`src/rtl/bdq_pkg.sv`:
```
// Shared constants, command and status codes, and controller/datapath link types.
package bdq_pkg;

  localparam int CAPACITY     = 16;
  localparam int PAYLOAD_BITS = 64;

  localparam int KEY_W    = 32;
  localparam int PAY_W    = 64;
  localparam int CMD_W    = 3;
  localparam int STS_W    = 2;
  localparam int OCNT_W   = 5;
  localparam int IDX_W    = (CAPACITY > 1) ? $clog2(CAPACITY) : 1;
  localparam int CNT_W    = IDX_W + 1;
  localparam int REC_W    = KEY_W + PAYLOAD_BITS;

  localparam logic [CMD_W-1:0] OP_PUSH_TAIL = 3'd0;
  localparam logic [CMD_W-1:0] OP_PUSH_HEAD = 3'd1;
  localparam logic [CMD_W-1:0] OP_POP_HEAD  = 3'd2;
  localparam logic [CMD_W-1:0] OP_POP_TAIL  = 3'd3;
  localparam logic [CMD_W-1:0] OP_SEARCH    = 3'd4;

  localparam logic [STS_W-1:0] ST_OK        = 2'd0;
  localparam logic [STS_W-1:0] ST_EMPTY     = 2'd1;
  localparam logic [STS_W-1:0] ST_FULL      = 2'd2;
  localparam logic [STS_W-1:0] ST_NOT_FOUND = 2'd3;

  // controller -> datapath
  typedef struct packed {
    logic             load;        // latch input beat
    logic             push;        // write record, move head or count
    logic             pop;         // read record, move head or count
    logic             scan_first;  // read head slot, arm scan
    logic             scan_next;   // read next slot of scan
    logic             res_hit;     // result = OK with read record
    logic             res_code;    // result = code with zero record
    logic [STS_W-1:0] code;
  } bdq_ctl_t;

  // datapath -> controller
  typedef struct packed {
    logic [CMD_W-1:0] cmd;
    logic             full;
    logic             empty;
    logic             hit;
    logic             scan_last;
  } bdq_sts_t;

  // (a + b) mod CAPACITY, valid for a, b < CAPACITY
  function automatic logic [IDX_W-1:0] ring_add(input logic [IDX_W-1:0] a,
                                                input logic [IDX_W:0]   b);
    logic [IDX_W+1:0] s;
    s = {2'b00, a} + {1'b0, b};
    if (s >= (IDX_W+2)'(CAPACITY)) s = s - (IDX_W+2)'(CAPACITY);
    return s[IDX_W-1:0];
  endfunction

  function automatic logic [IDX_W-1:0] ring_dec(input logic [IDX_W-1:0] a);
    logic [IDX_W-1:0] r;
    if (a == '0) r = IDX_W'(CAPACITY - 1);
    else         r = a - IDX_W'(1);
    return r;
  endfunction

endpackage

```
`src/rtl/bdq_ram.sv`:
```
// Generic single-write, single-read RAM with registered read data.
module bdq_ram #(
  parameter int WIDTH = 8,
  parameter int DEPTH = 16
) (
  input  logic                                      clk,
  input  logic                                      we,
  input  logic [((DEPTH > 1) ? $clog2(DEPTH) : 1)-1:0] waddr,
  input  logic [WIDTH-1:0]                          wdata,
  input  logic [((DEPTH > 1) ? $clog2(DEPTH) : 1)-1:0] raddr,
  output logic [WIDTH-1:0]                          rdata
);

  logic [WIDTH-1:0] mem [DEPTH];

  always_ff @(posedge clk) begin
    if (we) mem[waddr] <= wdata;
    rdata <= mem[raddr];
  end

endmodule

```
`src/rtl/bdq_ctrl.sv`:
```
// Command sequencer: decodes the latched command and steps push, pop and scan.
module bdq_ctrl (
  input  logic            clk,
  input  logic            rst,
  input  logic            start,
  input  bdq_pkg::bdq_sts_t sts,
  output bdq_pkg::bdq_ctl_t ctl,
  output logic            busy,
  output logic            done
);
  import bdq_pkg::*;

  typedef enum logic [4:0] {
    S_IDLE   = 5'b00001,
    S_EXEC   = 5'b00010,
    S_RDWAIT = 5'b00100,
    S_SCAN   = 5'b01000,
    S_RESP   = 5'b10000
  } state_t;

  state_t state, state_next;

  always_ff @(posedge clk) begin
    if (rst) state <= S_IDLE;
    else     state <= state_next;
  end

  always_comb begin
    ctl        = '0;
    state_next = state;
    case (state)
      S_IDLE: begin
        if (start) begin
          ctl.load   = 1'b1;
          state_next = S_EXEC;
        end
      end
      S_EXEC: begin
        state_next = S_RESP;
        case (sts.cmd)
          OP_PUSH_TAIL, OP_PUSH_HEAD: begin
            ctl.res_code = 1'b1;
            if (sts.full) begin
              ctl.code = ST_FULL;
            end else begin
              ctl.push = 1'b1;
              ctl.code = ST_OK;
            end
          end
          OP_POP_HEAD, OP_POP_TAIL: begin
            if (sts.empty) begin
              ctl.res_code = 1'b1;
              ctl.code     = ST_EMPTY;
            end else begin
              ctl.pop    = 1'b1;
              state_next = S_RDWAIT;
            end
          end
          OP_SEARCH: begin
            if (sts.empty) begin
              ctl.res_code = 1'b1;
              ctl.code     = ST_NOT_FOUND;
            end else begin
              ctl.scan_first = 1'b1;
              state_next     = S_SCAN;
            end
          end
          default: begin
            ctl.res_code = 1'b1;
            ctl.code     = ST_OK;
          end
        endcase
      end
      S_RDWAIT: begin
        ctl.res_hit = 1'b1;
        state_next  = S_RESP;
      end
      S_SCAN: begin
        if (sts.hit) begin
          ctl.res_hit = 1'b1;
          state_next  = S_RESP;
        end else if (sts.scan_last) begin
          ctl.res_code = 1'b1;
          ctl.code     = ST_NOT_FOUND;
          state_next   = S_RESP;
        end else begin
          ctl.scan_next = 1'b1;
        end
      end
      S_RESP: begin
        state_next = S_IDLE;
      end
      default: begin
        state_next = S_IDLE;
      end
    endcase
  end

  assign busy = (state != S_IDLE);
  assign done = (state == S_RESP);

endmodule

```
`src/rtl/bdq_dp.sv`:
```
// Datapath: input latch, ring pointers, record RAM, scan compare and result registers.
module bdq_dp (
  input  logic                          clk,
  input  logic                          rst,
  input  bdq_pkg::bdq_ctl_t             ctl,
  input  logic [bdq_pkg::CMD_W-1:0]     command,
  input  logic signed [bdq_pkg::KEY_W-1:0] key_in,
  input  logic [bdq_pkg::PAY_W-1:0]     payload_in,
  output bdq_pkg::bdq_sts_t             sts,
  output logic [bdq_pkg::STS_W-1:0]     status,
  output logic signed [bdq_pkg::KEY_W-1:0] key_out,
  output logic [bdq_pkg::PAY_W-1:0]     payload_out,
  output logic [bdq_pkg::OCNT_W-1:0]    entry_count,
  output logic                          is_empty
);
  import bdq_pkg::*;

  logic [CMD_W-1:0]        cmd;
  logic [KEY_W-1:0]        key;
  logic [PAYLOAD_BITS-1:0] pay;

  logic [IDX_W-1:0] head;
  logic [CNT_W-1:0] count;
  logic [IDX_W-1:0] scan_slot;
  logic [CNT_W-1:0] scan_cnt;

  logic [STS_W-1:0]        res_status;
  logic [KEY_W-1:0]        res_key;
  logic [PAYLOAD_BITS-1:0] res_pay;

  logic             we;
  logic [IDX_W-1:0] waddr;
  logic [IDX_W-1:0] raddr;
  logic [REC_W-1:0] rdata;
  logic [KEY_W-1:0] rd_key;
  logic [PAYLOAD_BITS-1:0] rd_pay;

  assign rd_key = rdata[REC_W-1 -: KEY_W];
  assign rd_pay = rdata[PAYLOAD_BITS-1:0];

  always_ff @(posedge clk) begin
    if (ctl.load) begin
      cmd <= command;
      key <= key_in;
      pay <= payload_in[PAYLOAD_BITS-1:0];
    end
  end

  assign we = ctl.push;

  always_comb begin
    if (cmd == OP_PUSH_HEAD) waddr = ring_dec(head);
    else                     waddr = ring_add(head, count);
  end

  always_comb begin
    if (ctl.pop) begin
      if (cmd == OP_POP_HEAD) raddr = head;
      else                    raddr = ring_add(head, count - CNT_W'(1));
    end else if (ctl.scan_first) begin
      raddr = head;
    end else begin
      raddr = scan_slot;
    end
  end

  always_ff @(posedge clk) begin
    if (rst) begin
      head  <= '0;
      count <= '0;
    end else if (ctl.push) begin
      if (cmd == OP_PUSH_HEAD) head <= ring_dec(head);
      count <= count + CNT_W'(1);
    end else if (ctl.pop) begin
      if (cmd == OP_POP_HEAD) head <= ring_add(head, CNT_W'(1));
      count <= count - CNT_W'(1);
    end
  end

  // scan_cnt = entries requested so far; scan_slot = next slot to request
  always_ff @(posedge clk) begin
    if (ctl.scan_first) begin
      scan_slot <= ring_add(head, CNT_W'(1));
      scan_cnt  <= CNT_W'(1);
    end else if (ctl.scan_next) begin
      scan_slot <= ring_add(scan_slot, CNT_W'(1));
      scan_cnt  <= scan_cnt + CNT_W'(1);
    end
  end

  always_ff @(posedge clk) begin
    if (ctl.res_hit) begin
      res_status <= ST_OK;
      res_key    <= rd_key;
      res_pay    <= rd_pay;
    end else if (ctl.res_code) begin
      res_status <= ctl.code;
      res_key    <= '0;
      res_pay    <= '0;
    end
  end

  bdq_ram #(
    .WIDTH(REC_W),
    .DEPTH(CAPACITY)
  ) u_rec_ram (
    .clk  (clk),
    .we   (we),
    .waddr(waddr),
    .wdata({key, pay}),
    .raddr(raddr),
    .rdata(rdata)
  );

  assign sts.cmd       = cmd;
  assign sts.full      = (count == CNT_W'(CAPACITY));
  assign sts.empty     = (count == '0);
  assign sts.hit       = (rd_key == key);
  assign sts.scan_last = (scan_cnt == count);

  assign status      = res_status;
  assign key_out     = res_key;
  assign payload_out = PAY_W'(res_pay);
  assign entry_count = OCNT_W'(count);
  assign is_empty    = (count == '0);

endmodule

```
`src/rtl/bounded_deque_with_key_search.sv`:
```
// Top level: bounded record deque with head-to-tail key search.
//
// An item is taken when start is high and busy is low; busy stays high until its
// single result beat, which is shown with done high for one cycle and cannot be
// held off. For a push or an undefined command, and for a pop or search on an
// empty store, the result is set in S_EXEC and done is shown in S_RESP; a pop
// also passes S_RDWAIT for the registered read of the record RAM; a search stays
// in S_SCAN until a hit or the last record, one RAM read per record compared.
// A new item can be accepted in the cycle after done. entry_count and is_empty
// give the state after the command.
module bounded_deque_with_key_search (
  input  logic                             clk,
  input  logic                             rst,
  input  logic                             start,
  output logic                             busy,
  input  logic [bdq_pkg::CMD_W-1:0]        command,
  input  logic signed [bdq_pkg::KEY_W-1:0] key_in,
  input  logic [bdq_pkg::PAY_W-1:0]        payload_in,
  output logic                             done,
  output logic [bdq_pkg::STS_W-1:0]        status,
  output logic signed [bdq_pkg::KEY_W-1:0] key_out,
  output logic [bdq_pkg::PAY_W-1:0]        payload_out,
  output logic [bdq_pkg::OCNT_W-1:0]       entry_count,
  output logic                             is_empty
);
  import bdq_pkg::*;

  bdq_ctl_t ctl;
  bdq_sts_t sts;

  bdq_ctrl u_ctrl (
    .clk  (clk),
    .rst  (rst),
    .start(start),
    .sts  (sts),
    .ctl  (ctl),
    .busy (busy),
    .done (done)
  );

  bdq_dp u_dp (
    .clk        (clk),
    .rst        (rst),
    .ctl        (ctl),
    .command    (command),
    .key_in     (key_in),
    .payload_in (payload_in),
    .sts        (sts),
    .status     (status),
    .key_out    (key_out),
    .payload_out(payload_out),
    .entry_count(entry_count),
    .is_empty   (is_empty)
  );

endmodule

```
`config.mk`:
```
export PLATFORM = sky130hd
export DESIGN_NAME = bounded_deque_with_key_search
export DESIGN_NICKNAME = d
export VERILOG_FILES = /design/src/rtl/bdq_pkg.sv /design/src/rtl/bdq_ram.sv /design/src/rtl/bdq_ctrl.sv /design/src/rtl/bdq_dp.sv /design/src/rtl/bounded_deque_with_key_search.sv
export SDC_FILE = /design/constraint.sdc
export NUM_CORES = 2
export LEC_CHECK = 0
export BUFFER_PORTS_ARGS = -buffer_cell sky130_fd_sc_hd__buf_2
export CORE_MARGIN = 4
export CORE_UTILIZATION = 60
export CTS_BUF_LIST = sky130_fd_sc_hd__clkbuf_16
export DETAILED_ROUTE_END_ITERATION = 8
export PLACE_DENSITY_LB_ADDON = 0.08
export SYNTH_ARGS = -nofsm -noshare
export SYNTH_HDL_FRONTEND = slang
export SYNTH_SLANG_ARGS = --single-unit
```
`constraint.sdc`:
```
create_clock -name clk -period 8.8 [get_ports clk]
set_input_delay 1.32 -clock clk [delete_from_list [all_inputs] [get_ports clk]]
set_output_delay 1.32 -clock clk [all_outputs]
set_load 0.1 [all_outputs]
```
* Word-level counts from Yosys, hierarchy flattened *
Memory sizes are Yosys's and may differ from the RTL's. A register that Yosys moved wholly into a read port is not among the register bits.
Index checks and enable logic that the tools add are counted.

storage, ports and cells
  register bits = 220
  RAM bits = 1,536
  output and inout port bits = 106
  latch bits = 0
  memories = 1
  ROM bits = 0

memories
  memory              words  bits a word  read ports  clocked after memory_dff  write ports  line           RTL
  u_dp.u_rec_ram.mem  16     96           1           1                         1            bdq_ram.sv:14  logic [WIDTH-1:0] mem [DEPTH];

operators by class
  reduce and logical (&&, ||, !) cells = 11
  bitwise operators = 0
  div/mod/pow operators = 0
  $lt $le $gt $ge = 4
  add/subtract/negate cells = 12
  muxes and demuxes = 50
  shift-type cells = 0
  eq/ne operators = 16
  multiply operators = 0

operators by type and width
  operator             number
  $mux 64              2
  $mux 32              2
  $mux 4               15
  $mux 5               7
  $eq 32x32->1         1
  $pmux 5 s4           1
  $sub 4x1->4 const B  5
  $mux 3               5
  $mux 1               13
  $add 4x5->6          2
  $ge 6x5->1 const B   2
  $add 4x1->5 const B  2
  $add 5x1->5 const B  2
  $eq 5x5->1 const B   2
  $ge 5x5->1 const B   2
  $pmux 5 s2           1
  $pmux 3 s3           1
  $reduce_bool 2->1    4
  $eq 3x2->1 const B   2
  $pmux 3 s2           1
  $eq 5x1->1 const B   1
  $eq 5x2->1 const B   1
  $eq 5x3->1 const B   1
  $eq 5x4->1 const B   1
  16 further kinds     17

* Logic depth before layout (Yosys ltp) *
  word-level depth = 6
  gate-level depth with buffers = 14
  depth with buffers taken out = 11

* By module *
From an unflattened synthesis, not the netlist that was laid out.

unflattened totals
  cell total of the unflattened synthesis = 3,038
  area, all modules = 68,207.9 um2

by module, submodules not included
  module    cells each  instances  area each (um2)
  bdq_ram   2,460       1          59,355.7
  bdq_dp    523         1          8,423.1
  bdq_ctrl  55          1          429.2

* Worst setup path before layout *
Ideal clock, no wire load.

  kind = register to register
  start point = reg u_dp.count[0], in the netlist u_dp.entry_count[0]
  end point = mem u_dp.u_rec_ram.mem[1][0] in the netlist's numbering, enable pin
  clock period less this slack = 7.115 ns
  path buffers = 0
  path slack = 1.685 ns
  stages on the path, launching flop included = 8
  required time = 8.248 ns
  arrival time = 6.563 ns
  cells stage by stage = dfxtp_1 inv_1 ha_1 nor4bb_1 nor4b_2 and2_1 nand2_1 nor2_1

on the way
  longest elaborated chain between the ends = 6
  elaborated cells between the ends (all ways) = 11

ends and longest elaborated chain
  item                                                 line           RTL
  start: declaration                                   bdq_dp.sv:23   logic [CNT_W-1:0] count;
  start signal: assignment                             bdq_dp.sv:73   count <= count + CNT_W'(1);
  start signal: assignment                             bdq_dp.sv:76   count <= count - CNT_W'(1);
  branches (longest 6 deep; another with $add 4x5->6)  --
  end: declaration                                     bdq_ram.sv:14

Parallel ways; which one is timed is not known.

* Final worst setup path *
  start point = reg u_dp.count[0], in the netlist u_dp.entry_count[0]
  end point = reg u_dp.u_rec_ram.rdata[74] (read register of u_dp.u_rec_ram.mem)

on the way
  longest elaborated chain between the ends = 6
  elaborated cells between the ends (all ways) = 13

ends and longest elaborated chain
  item                                                   line                                           RTL
  $sub 5x1->5 / $logic_not 5->1 (equally long branches)  bdq_dp.sv:59, bdq_dp.sv:117
  $add 4x5->6 / $mux 1 (equally long branches)           bdq_pkg.sv:52, bdq_ctrl.sv:51, bdq_ctrl.sv:60
  $ge 6x5->1, or another cell as far along               bdq_pkg.sv:53                                  if (s >= (IDX_W+2)'(CAPACITY)) s = s - (IDX_W+2)'(CAPACITY);
  $mux 4 / $mux 3 (equally long branches)                bdq_pkg.sv:53, bdq_ctrl.sv:31
  $mux 4 (on tied branches)                              bdq_dp.sv:58, bdq_dp.sv:60
  $mux 4 (*)                                             bdq_dp.sv:57                                   if (ctl.pop) begin
  end: declaration                                       bdq_ram.sv:11                                  output logic [WIDTH-1:0] rdata

Every way passes the cells marked *; elsewhere a longest branch is shown, timed or not.
A chain may end at the register's enable or synchronous reset.

==> impl_results.md <==
- Status: finished, final reports clean
- Crit Path Class: flip-flop to flip-flop
- Critical Path RT: 9.42 ns
- Tmin final: 4.87 ns
- CTS tree: done
- Least-Margin Pin Slew: 1.22 ns
- Largest net degree at the start of global routing: 218
- Die area: 0.122 mm²
- Top_reg_cell synth: edfxtp_1
- Synth Cell Area: 0.0701 mm²
- PwrDens: 221 mW/mm²
- Placeable Area: 0.116 mm²
- Rows: 125
- I/O pin cnt: 208
- Crit end category: flip-flop
- Sequential share of the synthesized area: 0.776
- Vias: 39400
- Pre-Repair DR Iteration Count: 6
- Final Max Tran Viols: 0
- Post-CTS Resized: 0
- Final core utilization: 0.675
- FF-to-FF path depth: 12
- Wirelength per Cell: 26.6 µm
- Maxcap violations: 0
- Hold slack: 0.481 ns
- Syn_area_per_cell: 15.8 µm²
- Synth area leaders: edfxtp_1 74%, mux2i_1 4.2%, nand2_1 3.8%
- Dpl hpwl: 79.0 mm
- Starting Density: 0.604
- Root buffer cell: clkbuf_16
- Worst Skew: 0.0273 ns
- Syn. warnings: 0
- Share of layout cells above drive strength 1: 0.113
- Post-CTS setup buffers: 0
- First-pass GRT wire length: 246 mm
- Nets: 4728
- Syn Nets: 4559
- Max Clock Freq: 205 MHz
- Hold Path Stages: 2
- Hold_buf cts: 0
- VDD IR max: 0.235 mV
- Antenna violations before repair: 8
- Antenna-violating nets left: 0
- Sink Count: 1852
- Synth top area share: 0.743
- Layout Area Growth over Synthesis: 11.6%
- DIE HEIGHT: 350 µm
- Final GP Congestion: 0.868
- Grt total ovfl: 0
- Leakage Power: 27.4 nW
- Largest area contributor in the netlist: edfxtp_1
- Max FO, Critical Path: 36
- Clock slew at reported path FFs: 0.06 ns
- Fraction of registers with async set/reset: 0
- Class of the worst hold path: flip-flop to flip-flop
- RSZ-0062 raised after global routing: no
- Clk Latency, worst-skew pair: 0.78 ns
- Fin. Hold Viols: 0
- Routed WL: 167 mm
- Unique cell type count in the Yosys netlist: 56
- Number of remaining DRC errors: 0
- Total clock buffers created by CTS: 181
- Final Cycle Share: 0.553
- Most common cell in the netlist: edfxtp_1
- PortBufs: 207
- Tot GR Track Use: 0.271
- Yosys reg bits: 1852
- H-tree depth: 4
- Worst rel slew slack: 0.185
- Startpoint Class: flip-flop
- Vias per cell: 6.25
- Vias in the first global route: 38100
- Post-synth top cells: 1735 x edfxtp_1, 706 x nand2_1, 402 x a21oi_1
- Syn Inst Count: 4442
- Post-synth EDFFs: 1735
- Final setup fails: 0
- Setup TNS Final: 0 ns
- CP arrival: 5.49 ns
- Pwr Total: 0.0173 W
- Max Buffers Root-to-Sink: 3
- Die Wd: 350 µm
- Initial DRC count: 4592
## power breakdown
part           leakage (nW)  internal, W  switching [W]
combinational          7.62    0.0000462       0.000160
clock                  2.97      0.00407        0.00317
sequential             16.8      0.00974       0.000152
## state kept, by name (all words and copies together) (netlist names), 3 cells and up
name	cells
u_dp.u_rec_ram.rdata	96
u_dp.scan_cnt	5
u_dp.payload_out	64
u_dp.key_out	32
u_dp.u_rec_ram.mem	1536
u_dp.cmd	3
u_ctrl.state	5
u_dp.entry_count	5
u_dp.key	32
u_dp.head	4
u_dp.pay	64
u_dp.scan_slot	4
## cells by family (layout without fill, tap and decap cells)
kind of cell / after synthesis / count (layout) / synth area share
AND/OR/NAND/NOR: 1003 / 1003 / 0.0617
buffers and inverters: 301 / 627 / 0.0191
XOR/XNOR: 55 / 55 / 0.00687
AO/OA/AOI/OAI: 923 / 923 / 0.0913
flip-flops: 1852 / 1852 / 0.776
multiplexers: 293 / 293 / 0.0418
adder cells (fa/ha/maj): 15 / 15 / 0.00289
other: 0 / 5 / 0
## area by class of cell
cell class              instances  area, µm²
repair buffers                273       1740
inverters                      14       52.6
flip-flops and latches       1852      54400
clock inverters               153        917
diodes                          5       12.5
fillers                      7839      37700
multi-input cells            2289      14500
clock buffers                 187       4680
well taps                    1524       1910
## cells in the final DEF, fill, tap and decap left out, drive strengths merged, types with 100 or more instances in the layout
cell	Yosys	layout
nand3	107	107
clkbuf	160	187
edfxtp	1735	1735
a22o	193	193
and2	100	100
buf	127	273
a22oi	100	100
mux2i	293	293
dfxtp	117	117
a21oi	404	404
nand2	706	706
## stage by stage
| stage | cell area, µm² | std cells | setup WS [ns] |
|---|---|---|---|
| global route | 78300 | 6293 | 3.71 |
| finish | 78300 | 6297 | 3.93 |
| global placement | 72700 | 5952 | 4.12 |
| detailed placement | 72700 | 5952 | 3.99 |
| floorplan | 70100 | 4442 | 1.69 |
| CTS | 78300 | 6292 | 3.98 |
## routing by layer
metal / up-vias / track usage / share of wire
met4: 2 / 0.0732 / 0.020
met5: - / 0 / 0.000042
li1: 17500 / - / -
met3: 246 / 0.0362 / 0.074
met2: 1628 / 0.432 / 0.48
met1: 20000 / 0.401 / 0.43
## critical path, cell delays in order (launching register included)
cell and delay, ns:
dfxtp_1 0.50, inv_1 0.15, ha_1 0.25, or4b_1 0.32, inv_2 0.09, nor4_4 0.60
and2_1 0.21, mux2i_1 0.18, and2_1 0.27, nand2_4 0.55, buf_4 0.59, buf_4 0.71
o221ai_1 0.24
## worst paths after layout
kind	startpoint	end	slack [ns]
worst max-delay path	u_dp.entry_count[0]	u_dp.u_rec_ram.rdata[74]	3.93
worst min-delay path	u_dp.status[1]	u_dp.status[1]	0.48
worst max register to register	u_dp.entry_count[0]	u_dp.u_rec_ram.rdata[74]	3.93
worst min register to register	u_dp.status[1]	u_dp.status[1]	0.48
Note: power is estimated with default switching activity, not from simulation.
